--- src/rtl/efw_pkg.sv ---
// Shared types, widths and the minimum-select helper for the
// earliest-free worker dispatch block. No dependencies.
`timescale 1ns / 1ps

package efw_pkg;

  // Worker pool size. The compare tree assumes a power of two.
  localparam int MaxWorkers = 16;
  localparam int IdxW       = $clog2(MaxWorkers);
  localparam int CountW     = 5;
  localparam int DurW       = 32;
  localparam int TimeW      = 48;
  localparam int WorkerIdW  = 4;
  localparam int OutDataW   = ((WorkerIdW + TimeW + 7) / 8) * 8;
  localparam int OutPadW    = OutDataW - WorkerIdW - TimeW;
  localparam int QDepth     = 2;
  localparam int QPtrW      = $clog2(QDepth);

  localparam logic [CountW-1:0] WorkerCountReset = CountW'(MaxWorkers);

  // Job as classified by the front end
  typedef struct packed {
    logic            restart;
    logic [DurW-1:0] duration;
  } job_t;

  // One candidate of the minimum search
  typedef struct packed {
    logic             valid;
    logic [IdxW-1:0]  idx;
    logic [TimeW-1:0] free;
  } cand_t;

  // a always carries the lower worker numbers, so a tie keeps a
  function automatic cand_t pick_min(input cand_t a, input cand_t b);
    cand_t r;
    if (b.valid && (!a.valid || (b.free < a.free))) begin
      r = b;
    end else begin
      r = a;
    end
    return r;
  endfunction

endpackage

--- src/rtl/efw_front.sv ---
// Input stage: takes a transfer from the slave stream and classifies it
// into a job. Depends on efw_pkg.
`timescale 1ns / 1ps

module efw_front import efw_pkg::*; (
  input  logic            clk_i,
  input  logic            rst_ni,
  input  logic            s_axis_tvalid,
  output logic            s_axis_tready,
  input  logic [DurW-1:0] s_axis_tdata,  // job_duration[31:0]
  input  logic            s_axis_tuser,  // restart
  output logic            push_o,
  output job_t            job_o,
  input  logic            q_ready_i
);

  logic valid_q, valid_d;
  job_t job_q, job_d;
  logic take;

  assign s_axis_tready = !valid_q || q_ready_i;
  assign take          = s_axis_tvalid && s_axis_tready;
  assign push_o        = valid_q && q_ready_i;
  assign job_o         = job_q;

  always_comb begin
    valid_d = valid_q;
    job_d   = job_q;
    if (take) begin
      valid_d      = 1'b1;
      job_d.restart  = s_axis_tuser;
      job_d.duration = s_axis_tdata;
    end else if (q_ready_i) begin
      valid_d = 1'b0;
    end
  end

  always_ff @(posedge clk_i or negedge rst_ni) begin
    if (!rst_ni) begin
      valid_q <= 1'b0;
    end else begin
      valid_q <= valid_d;
    end
  end

  always_ff @(posedge clk_i) begin
    job_q <= job_d;
  end

endmodule

--- src/rtl/efw_fifo.sv ---
// Short job queue between front end and dispatch unit.
// Depends on efw_pkg.
`timescale 1ns / 1ps

module efw_fifo import efw_pkg::*; (
  input  logic clk_i,
  input  logic rst_ni,
  input  logic push_i,
  input  job_t push_job_i,
  output logic ready_o,
  output logic head_valid_o,
  output job_t head_job_o,
  input  logic pop_i
);

  job_t mem_q [QDepth];
  logic [QPtrW-1:0] wr_ptr_q, wr_ptr_d;
  logic [QPtrW-1:0] rd_ptr_q, rd_ptr_d;
  logic [QPtrW:0]   count_q, count_d;
  logic do_push, do_pop;

  assign ready_o      = (count_q != (QPtrW+1)'(QDepth));
  assign head_valid_o = (count_q != '0);
  assign head_job_o   = mem_q[rd_ptr_q];
  assign do_push      = push_i && ready_o;
  assign do_pop       = pop_i && head_valid_o;

  always_comb begin
    wr_ptr_d = wr_ptr_q;
    rd_ptr_d = rd_ptr_q;
    count_d  = count_q;
    if (do_push) begin
      wr_ptr_d = wr_ptr_q + 1'b1;
    end
    if (do_pop) begin
      rd_ptr_d = rd_ptr_q + 1'b1;
    end
    if (do_push && !do_pop) begin
      count_d = count_q + 1'b1;
    end else if (do_pop && !do_push) begin
      count_d = count_q - 1'b1;
    end
  end

  always_ff @(posedge clk_i or negedge rst_ni) begin
    if (!rst_ni) begin
      wr_ptr_q <= '0;
      rd_ptr_q <= '0;
      count_q  <= '0;
    end else begin
      wr_ptr_q <= wr_ptr_d;
      rd_ptr_q <= rd_ptr_d;
      count_q  <= count_d;
    end
  end

  always_ff @(posedge clk_i) begin
    if (do_push) begin
      mem_q[wr_ptr_q] <= push_job_i;
    end
  end

endmodule

--- src/rtl/efw_back.sv ---
// Dispatch unit: free-time registers, minimum search, saturating update
// and the result register. Depends on efw_pkg.
`timescale 1ns / 1ps

module efw_back import efw_pkg::*; (
  input  logic                clk_i,
  input  logic                rst_ni,
  input  logic [CountW-1:0]   worker_count_i,
  input  logic                head_valid_i,
  input  job_t                head_job_i,
  output logic                pop_o,
  output logic                m_axis_tvalid,
  input  logic                m_axis_tready,
  output logic [OutDataW-1:0] m_axis_tdata   // worker_id[3:0], start_time[51:4], zero pad
);

  logic [TimeW-1:0]     free_q [MaxWorkers];
  logic [TimeW-1:0]     free_d [MaxWorkers];
  logic [TimeW-1:0]     eff    [MaxWorkers];
  cand_t                node   [1:2*MaxWorkers-1];
  logic [CountW-1:0]    n_active;
  logic [IdxW-1:0]      best;
  logic [TimeW-1:0]     start;
  logic [TimeW:0]       sum_wide;
  logic [TimeW-1:0]     sum;
  logic                 disp;
  logic                 out_valid_q, out_valid_d;
  logic [WorkerIdW-1:0] worker_q;
  logic [TimeW-1:0]     start_q;

  // zero reads as one worker, anything above the pool as the whole pool
  always_comb begin
    if (worker_count_i == '0) begin
      n_active = CountW'(1);
    end else if (worker_count_i > CountW'(MaxWorkers)) begin
      n_active = CountW'(MaxWorkers);
    end else begin
      n_active = worker_count_i;
    end
  end

  assign disp  = head_valid_i && (!out_valid_q || m_axis_tready);
  assign pop_o = disp;

  // Restart sees every free time as zero
  always_comb begin
    for (int i = 0; i < MaxWorkers; i++) begin
      eff[i] = head_job_i.restart ? '0 : free_q[i];
    end
  end

  // Compare tree, leaves at MaxWorkers..2*MaxWorkers-1
  always_comb begin
    for (int i = 0; i < MaxWorkers; i++) begin
      node[MaxWorkers+i].valid = (CountW'(i) < n_active);
      node[MaxWorkers+i].idx   = IdxW'(i);
      node[MaxWorkers+i].free  = eff[i];
    end
    for (int k = MaxWorkers - 1; k >= 1; k--) begin
      node[k] = pick_min(node[2*k], node[2*k+1]);
    end
  end

  assign best     = node[1].idx;
  assign start    = node[1].free;
  assign sum_wide = {1'b0, start} + (TimeW+1)'(head_job_i.duration);
  assign sum      = sum_wide[TimeW] ? {TimeW{1'b1}} : sum_wide[TimeW-1:0];

  always_comb begin
    for (int i = 0; i < MaxWorkers; i++) begin
      free_d[i] = free_q[i];
      if (disp) begin
        if (IdxW'(i) == best) begin
          free_d[i] = sum;
        end else begin
          free_d[i] = eff[i];
        end
      end
    end
  end

  always_comb begin
    out_valid_d = out_valid_q;
    if (disp) begin
      out_valid_d = 1'b1;
    end else if (m_axis_tready) begin
      out_valid_d = 1'b0;
    end
  end

  always_ff @(posedge clk_i or negedge rst_ni) begin
    if (!rst_ni) begin
      out_valid_q <= 1'b0;
      for (int i = 0; i < MaxWorkers; i++) begin
        free_q[i] <= '0;
      end
    end else begin
      out_valid_q <= out_valid_d;
      free_q      <= free_d;
    end
  end

  always_ff @(posedge clk_i) begin
    if (disp) begin
      worker_q <= WorkerIdW'(best);
      start_q  <= start;
    end
  end

  assign m_axis_tvalid = out_valid_q;
  assign m_axis_tdata  = {{OutPadW{1'b0}}, start_q, worker_q};

  a_restart_worker0: assert property (@(posedge clk_i) disable iff (!rst_ni)
    (disp && head_job_i.restart) |=> (worker_q == '0 && start_q == '0))
    else $error("restart job not placed on worker 0 at time 0");

  a_free_grows: assert property (@(posedge clk_i) disable iff (!rst_ni)
    disp |=> (free_q[$past(best)] >= start_q))
    else $error("free time of dispatched worker fell below its start");

  a_result_from_dispatch: assert property (@(posedge clk_i) disable iff (!rst_ni)
    $rose(out_valid_q) |-> $past(head_valid_i))
    else $error("result appeared without a queued job");

endmodule

--- src/rtl/earliest_free_worker_dispatch_core.sv ---
// Earliest-free worker dispatch: places each job on the active worker that
// frees up first. A single transfer on the slave stream carries one job; one
// transfer on the master stream carries its result. Sustained rate is one job
// per clock while the master stream takes results; the limit is the dispatch
// loop of a 16-way compare tree, one 48-bit add and the free-time write-back.
// A job passes the front register, the queue and the result register. Ties go
// to the lowest worker number, free times saturate at 2^48-1, and a set
// restart flag clears all free times before that job. The user must write
// worker_count only while no job is in flight; the block does not enforce it.
// Depends on efw_pkg, efw_front, efw_fifo and efw_back.
`timescale 1ns / 1ps

module earliest_free_worker_dispatch_core import efw_pkg::*; (
  input  logic                clk_i,
  input  logic                rst_ni,
  input  logic                s_axis_tvalid,
  output logic                s_axis_tready,
  input  logic [DurW-1:0]     s_axis_tdata,   // job_duration[31:0]
  input  logic                s_axis_tuser,   // restart
  output logic                m_axis_tvalid,
  input  logic                m_axis_tready,
  output logic [OutDataW-1:0] m_axis_tdata,   // worker_id[3:0], start_time[51:4], zero pad
  input  logic                cfg_valid_i,
  output logic                cfg_ready_o,
  input  logic [CountW-1:0]   cfg_data_i      // worker_count
);

  logic [CountW-1:0] worker_count_q;
  logic              push;
  job_t              push_job;
  logic              q_ready;
  logic              head_valid;
  job_t              head_job;
  logic              pop;

  assign cfg_ready_o = 1'b1;

  always_ff @(posedge clk_i or negedge rst_ni) begin
    if (!rst_ni) begin
      worker_count_q <= WorkerCountReset;
    end else if (cfg_valid_i && cfg_ready_o) begin
      worker_count_q <= cfg_data_i;
    end
  end

  efw_front u_front (
    .clk_i        (clk_i),
    .rst_ni       (rst_ni),
    .s_axis_tvalid(s_axis_tvalid),
    .s_axis_tready(s_axis_tready),
    .s_axis_tdata (s_axis_tdata),
    .s_axis_tuser (s_axis_tuser),
    .push_o       (push),
    .job_o        (push_job),
    .q_ready_i    (q_ready)
  );

  efw_fifo u_fifo (
    .clk_i       (clk_i),
    .rst_ni      (rst_ni),
    .push_i      (push),
    .push_job_i  (push_job),
    .ready_o     (q_ready),
    .head_valid_o(head_valid),
    .head_job_o  (head_job),
    .pop_i       (pop)
  );

  efw_back u_back (
    .clk_i         (clk_i),
    .rst_ni        (rst_ni),
    .worker_count_i(worker_count_q),
    .head_valid_i  (head_valid),
    .head_job_i    (head_job),
    .pop_o         (pop),
    .m_axis_tvalid (m_axis_tvalid),
    .m_axis_tready (m_axis_tready),
    .m_axis_tdata  (m_axis_tdata)
  );

endmodule

--- config.mk ---
export PLATFORM = sky130hd
export DESIGN_NAME = earliest_free_worker_dispatch_core
export DESIGN_NICKNAME = d
export VERILOG_FILES = /design/src/rtl/efw_pkg.sv /design/src/rtl/efw_front.sv /design/src/rtl/efw_fifo.sv /design/src/rtl/efw_back.sv /design/src/rtl/earliest_free_worker_dispatch_core.sv
export SDC_FILE = /design/constraint.sdc
export NUM_CORES = 2
export LEC_CHECK = 0
export ABC_AREA = 1
export BUFFER_PORTS_ARGS = -buffer_cell sky130_fd_sc_hd__buf_2
export CORE_ASPECT_RATIO = 0.6
export CORE_MARGIN = 4
export CORE_UTILIZATION = 55
export DETAILED_ROUTE_END_ITERATION = 16
export PLACE_DENSITY = 0.73
export SLEW_MARGIN = 25
export SYNTH_ARGS = -nofsm -noshare
export SYNTH_HDL_FRONTEND = slang
export SYNTH_SLANG_ARGS = --single-unit
export TNS_END_PERCENT = 10
--- constraint.sdc ---
create_clock -name clk_i -period 37 [get_ports clk_i]
set_input_delay 1.85 -clock clk_i [delete_from_list [all_inputs] [get_ports clk_i]]
set_output_delay 1.85 -clock clk_i [all_outputs]
set_load 0.01 [all_outputs]
## Word level (Yosys, flattened, before mapping)

Memories as Yosys holds them, arrays and structs flattened.
Cells that the tools add are included.

- Memories kept: 1
- Logic and storage cells: 202
- Bits of input ports: 43
- Bits in writable memories: 66
- Register bits after elaboration: 864

- $add $sub $neg: 5
- $lt $le $gt $ge: 32
- Equality and inequality tests: 16
- Mux-type cells: 58
- Reductions and logical operators: 64

Memories:

| name | depth | width | rd ports | clocked after memory_dff | write ports | RTL line | source |
|---|---|---|---|---|---|---|---|
| u_fifo.mem_q | 2 | 33 | 1 | 0 | 1 | efw_fifo.sv:16 | `job_t mem_q [QDepth];` |

Operators by type and width:

| operator | number |
|---|---|
| $mux 48 | 33 |
| $mux 53 | 14 |
| $lt 48x48->1 | 15 |
| $mux 52 | 1 |
| $add 48x32->49 | 1 |
| $lt 4x5->1 const A | 8 |
| $eq 4x4->1 const A | 8 |
| $logic_and 1x1->1 | 22 |
| $lt 3x5->1 const A | 4 |
| $logic_not 1->1 | 19 |
| $logic_or 1x1->1 | 17 |
| $eq 3x4->1 const A | 4 |
| $lt 1x5->1 const A | 2 |
| $lt 2x5->1 const A | 2 |
| $mux 5 | 2 |
| $eq 2x4->1 const A | 2 |
| $reduce_bool 2->1 | 4 |
| $mux 1 | 6 |
| $gt 5x5->1 const B | 1 |
| $logic_not 5->1 | 1 |
| $eq 1x4->1 const A | 1 |
| $logic_not 4->1 | 1 |
| $mux 2 | 2 |
| $add 1x1->1 const B | 2 |
| 3 further kinds | 3 |

## Logic depth before layout (Yosys ltp)

- Depth after elaboration: 23
- Mapped depth: 127

## Hierarchy

A second synthesis with hierarchy kept.

- Cell total of the unflattened synthesis: 9918
- Area, all modules: 69902.0 um^2

Modules (own cells, without submodules):

| module | sequential area each (um^2) | instances | area each (um^2) | cells an instance |
|---|---|---|---|---|
| efw_back | 20805.0 | 1 | 65957.0 | 9653 |
| efw_fifo | 2082.0 | 1 | 2703.8 | 201 |
| efw_front | 1016.0 | 1 | 1043.5 | 41 |
| earliest_free_worker_dispatch_core | 126.4 | 1 | 197.7 | 23 |

## Worst setup path before layout

OpenSTA, ideal clock, no wires.

- Path type: reg-to-reg
- Start: reg u_fifo.rd_ptr_q
- End: reg u_back.free_q[143] (netlist name)
- Period minus slack after synthesis: 16.588 ns
- Arrival time: 16.471 ns
- Path slack: 20.412 ns
- Stages on the path, launching flop included: 106
- Cells stage by stage: dfrtp_1 -> buf_4 -> nand2_4 -> nand2_4 -> inv_4 -> buf_6 -> buf_2 -> clkbuf_1 -> clkbuf_1 -> clkbuf_1 -> clkbuf_1 -> clkbuf_1 -> nand2_1 -> ha_1 -> a21oi_1 -> o21a_1 -> o21ai_0 -> a221oi_1 -> (+70 left out) -> o21bai_1 -> a21oi_1 -> o21bai_1 -> a21oi_1 -> o21bai_1 -> nand2_1 -> nand2_1 -> a21oi_1 -> inv_1 -> a21oi_1 -> nor2_1 -> nand2_1 -> nor2_1 -> nand3_1 -> clkbuf_1 -> nand4_1 -> nand2_1 -> nand2_1

RTL lines:

| item | RTL line | source |
|---|---|---|
| start: declaration | efw_fifo.sv:18 | `logic [QPtrW-1:0] rd_ptr_q, rd_ptr_d;` |
| start signal: assignment | efw_fifo.sv:52 | `rd_ptr_q <= rd_ptr_d;` |
| end signal: assignment | efw_back.sv:99 | `free_q <= free_d;` |
| end: declaration | efw_back.sv:17 | `logic [TimeW-1:0] free_q [MaxWorkers];` |

==> results.md <==
Floorplanning:
- The placeable core area is between 0.1 and 0.15 mm^2.
- The overall die area is between 0.1 and 0.15 mm^2.
- The I/O pin count is 102.
- Measured along the x axis, the die boundary spans 470 um.
- The y dimension of the die is about 290 um.
- The number of placement rows is ~100.
- The initial core utilization is 0.555.

STA:
- In the finished design, the share of the clock period the worst path needs comes to 0.655.
- At the pin with the least slew margin, the transition time is around 1.3 ns.
- The tightest slew margin relative to the limit is 0.0947.
- The number of hold violations in the final report is 0.
- The clock period could shrink to between 20 and 25 ns.
- The max-slew violation total from the final report is 0.
- The setup skew after layout is 0.0377 ns.
- Setup violations remaining at the end of the flow were counted as 0.
- Based on the critical path, the design can be clocked at up to ~41 MHz.
- Setup total negative slack on the finished layout was measured at 0 ns.
- Setup repair after global routing left no endpoint under its margin.

Setup path:
- In this design, the stage delay of the slowest critical-path cell is ~0.94 ns.
- The worst setup path is captured at a flop.
- Along the worst path, the maximum fanout reaches ~170.
- The start-to-end type of the worst setup path is reg -> reg.
- The data arrival time of the critical path is ~25 ns.
- At the worst endpoint, the required time is 37.68 ns.
- The reg-to-reg startpoint is u_fifo.rd_ptr_q.
- The number of cells on the worst reg-to-reg path is 91.
- The highest-delay cell along the critical path is a2111oi_1.
- The endpoint identified for the worst register-to-register timing path is u_back.free_q[657].
- For flop-to-flop paths, the worst setup slack is between 10 and 15 ns.
- The startpoint class of the critical path is a flop.
- The cell repeated most along the worst path is a21oi_1.

Yosys:
- Among all cell types in the netlist, the one instantiated most often is nand2_1.
- Summed over all instances, the cell type with the most area after synthesis is dfrtp_1.
- By area the synthesized netlist is led by dfrtp_1 28%, nand2_1 20%, ha_1 13%, a21oi_1 7.6%, o21ai_0 6.6%.
- The area share of the leading cell type in the synthesized netlist is 0.277.
- In the synthesized netlist, the number of instances is 10,160.
- For this run, asynchronously set or reset flops after synthesis account for 0.838.
- The number of enable flip-flop cells after synthesis is between 150 and 200.
- The synthesized area per cell is between 6 and 7 um^2.
- The total of flip-flops plus latches after synthesis is 930.
- Among all flip-flop cells after synthesis, the most frequent one is dfrtp_1.
- The count of yosys warnings during synthesis is 0.
- By count the netlist is led by 3,813 x nand2_1, 1,066 x a21oi_1, 926 x o21ai_0, 778 x dfrtp_1, 726 x ha_1.
- The count of unique library cells instantiated by Yosys is 59.
- In this run the cell area of the synthesized design comes to around 0.07 mm^2.
- For this run, the register share of the synthesized area comes to 0.341.

Drt:
- The routed layout has between 70,000 and 80,000 vias.
- Wires add up to 246 mm.
- The total iterations of the first detailed-routing run is 9.
- In the routed layout, each cell is associated on average with a via count of a little over 6.
- The detailed-route wire length per cell is between 20 and 25 um.
- For this run, design rule violations remaining after detail routing come to 0.
- The iteration-0 DRC count of the detailed router is ~11,000.
- The number of antenna-violating nets in the routed design is 0.

Outcome:
- The run finished with clean final reports.

CTS:
- The tree is rooted in a clkbuf_16.
- TritonCTS built the clock tree.
- The H-tree was split into 3 levels.
- Post-CTS timing repair inserted 0 buffers for setup.
- The clock reaches the later pin of the worst-skew pair after around 0.76 ns.
- The number of sinks handled by clock tree synthesis is between 900 and 1,000.
- The maximum number of buffers from clock root to sink is 3.
- The post-cts resize count is 0.
- For this design, the CTS-stage hold fixing added 0 buffers.
- The number of buffers added by the clock tree synthesis step is 95.
- After clock tree synthesis, the clock-pin slew on the worst setup and hold paths is roughly 0.07 ns.

Min path:
- The startpoint identified for the worst hold timing path is u_front.job_o[8].
- The endpoint of the worst hold path is u_fifo.mem_q[0][8].
- The tightest min-delay check is of the reg -> reg type.
- The worst hold path was traced through 0 stages.

Place:
- Once detailed placement completed, the half-perimeter wirelength came to between 150 and 200 mm.
- The number of buffers inserted by port buffering is between 90 and 100.
- The congestion estimate from routability-driven global placement came to 1.01.

Finish:
- The growth of design area from synthesis to finish is 5.96%.
- The fraction of final layout cells with drive strength greater than 1 is 0.0464.
- The net count of the finished layout is roughly 11,000.

Global route:
- The first global-routing pass estimated approximately 370 mm of wire.
- The total overflow left after global routing is 0.
- The pin count of the biggest net entering global routing is 230.
- The via count of the first global-routing pass came to between 60,000 and 70,000.
- The number of antenna violations at the first check in global routing is 15.
- The global router's overall resource usage is 0.356.

Job:
- Max-cap violations in this run came to 0.
## worst max-delay path: cells and delay by family, from the launching register on
kind            cells  cell delay [ns]
buf+inv            17             6.45
flops               1             0.32
simple gates       27             5.71
fa+ha+maj           6             2.02
compound gates     41             9.06
## stage by stage
| step | utilization | setup slack (ns) | std cells | hold WS (ns) | instance area [um^2] |
|---|---|---|---|---|---|
| finish | 0.588 | 12.77 | 11582 | 0.437 | 74600 |
| global route | 0.588 | 11.19 | 11580 | 0.448 | 74600 |
| CTS | 0.587 | 12.99 | 11576 | 0.438 | 74400 |
| detailed placement | 0.561 | 13.02 | 11401 | 0.435 | 71100 |
| global placement | 0.561 | 12.55 | 11401 | 0.432 | 71100 |
| floorplan | - | 20.41 | 10163 | 0.421 | 70400 |
## area by class of cell
class	instances	area, um^2
clock inverters	50	667
inverters	629	2390
flip-flops and latches	930	24000
fillers	11765	52200
diodes	2	5.00
well taps	1699	2130
clock buffers	125	2630
multi-input cells	7961	41400
repair buffers	186	1310
## worst max-delay path by stage
stage / from / end / slack [ns] / cells past startpoint
after CTS: u_fifo.rd_ptr_q / u_back.free_q[657] / 12.99 / 91
after global routing: u_fifo.rd_ptr_q / u_back.free_q[705] / 11.19 / 91
after floorplan: u_fifo.rd_ptr_q / u_back.free_q[143] / 20.41 / 105
after detailed placement: u_fifo.rd_ptr_q / u_back.free_q[657] / 13.02 / 91
after global placement: u_fifo.rd_ptr_q / u_back.free_q[321] / 12.55 / 91
final: u_fifo.rd_ptr_q / u_back.free_q[657] / 12.77 / 91
## cell usage in the layout, fill, tap and decap left out, types with 96 or more instances in the layout
cell type | synthesis | final
nand3_1 | 222 | 221
nor2_1 | 230 | 226
inv_1 | 603 | 599
dfrtp_1 | 778 | 778
o21ai_0 | 926 | 919
nand2_1 | 3813 | 3804
a21oi_1 | 1066 | 1065
nand4_1 | 156 | 156
ha_1 | 726 | 726
clkbuf_16 | 0 | 96
o21ai_1 | 477 | 484
edfxtp_1 | 151 | 151
## sequential cells by signal, indices dropped and copies added, names as in the netlist
signal                count
u_back.free_q           768
u_back.m_axis_tvalid      1
u_back.start_q           48
u_back.worker_q           4
u_fifo.count_q            2
u_fifo.mem_q             66
u_fifo.rd_ptr_q           1
u_fifo.wr_ptr_q           1
u_front.job_o            33
u_front.valid_q           1
worker_count_q            5
## metal layers
layer  GRT usage  routed length [um]
met5           0                 142
met4      0.0939                6840
met3       0.102               35300
met2       0.464               92400
met1       0.563              111000
## cells by family after synthesis
logic type,Yosys count,share of synthesized area
compound gates,2629,0.194
xor+xnor,32,0.00420
fa+ha+maj,727,0.129
buf+inv,1272,0.0720
flops,930,0.341
mux,1,0.000160
other cells,2,0.000107
simple gates,4567,0.259
Power is left out: the tool's default activity adds up to more than one toggle a clock period on the data nets, which glitch-free logic cannot reach.
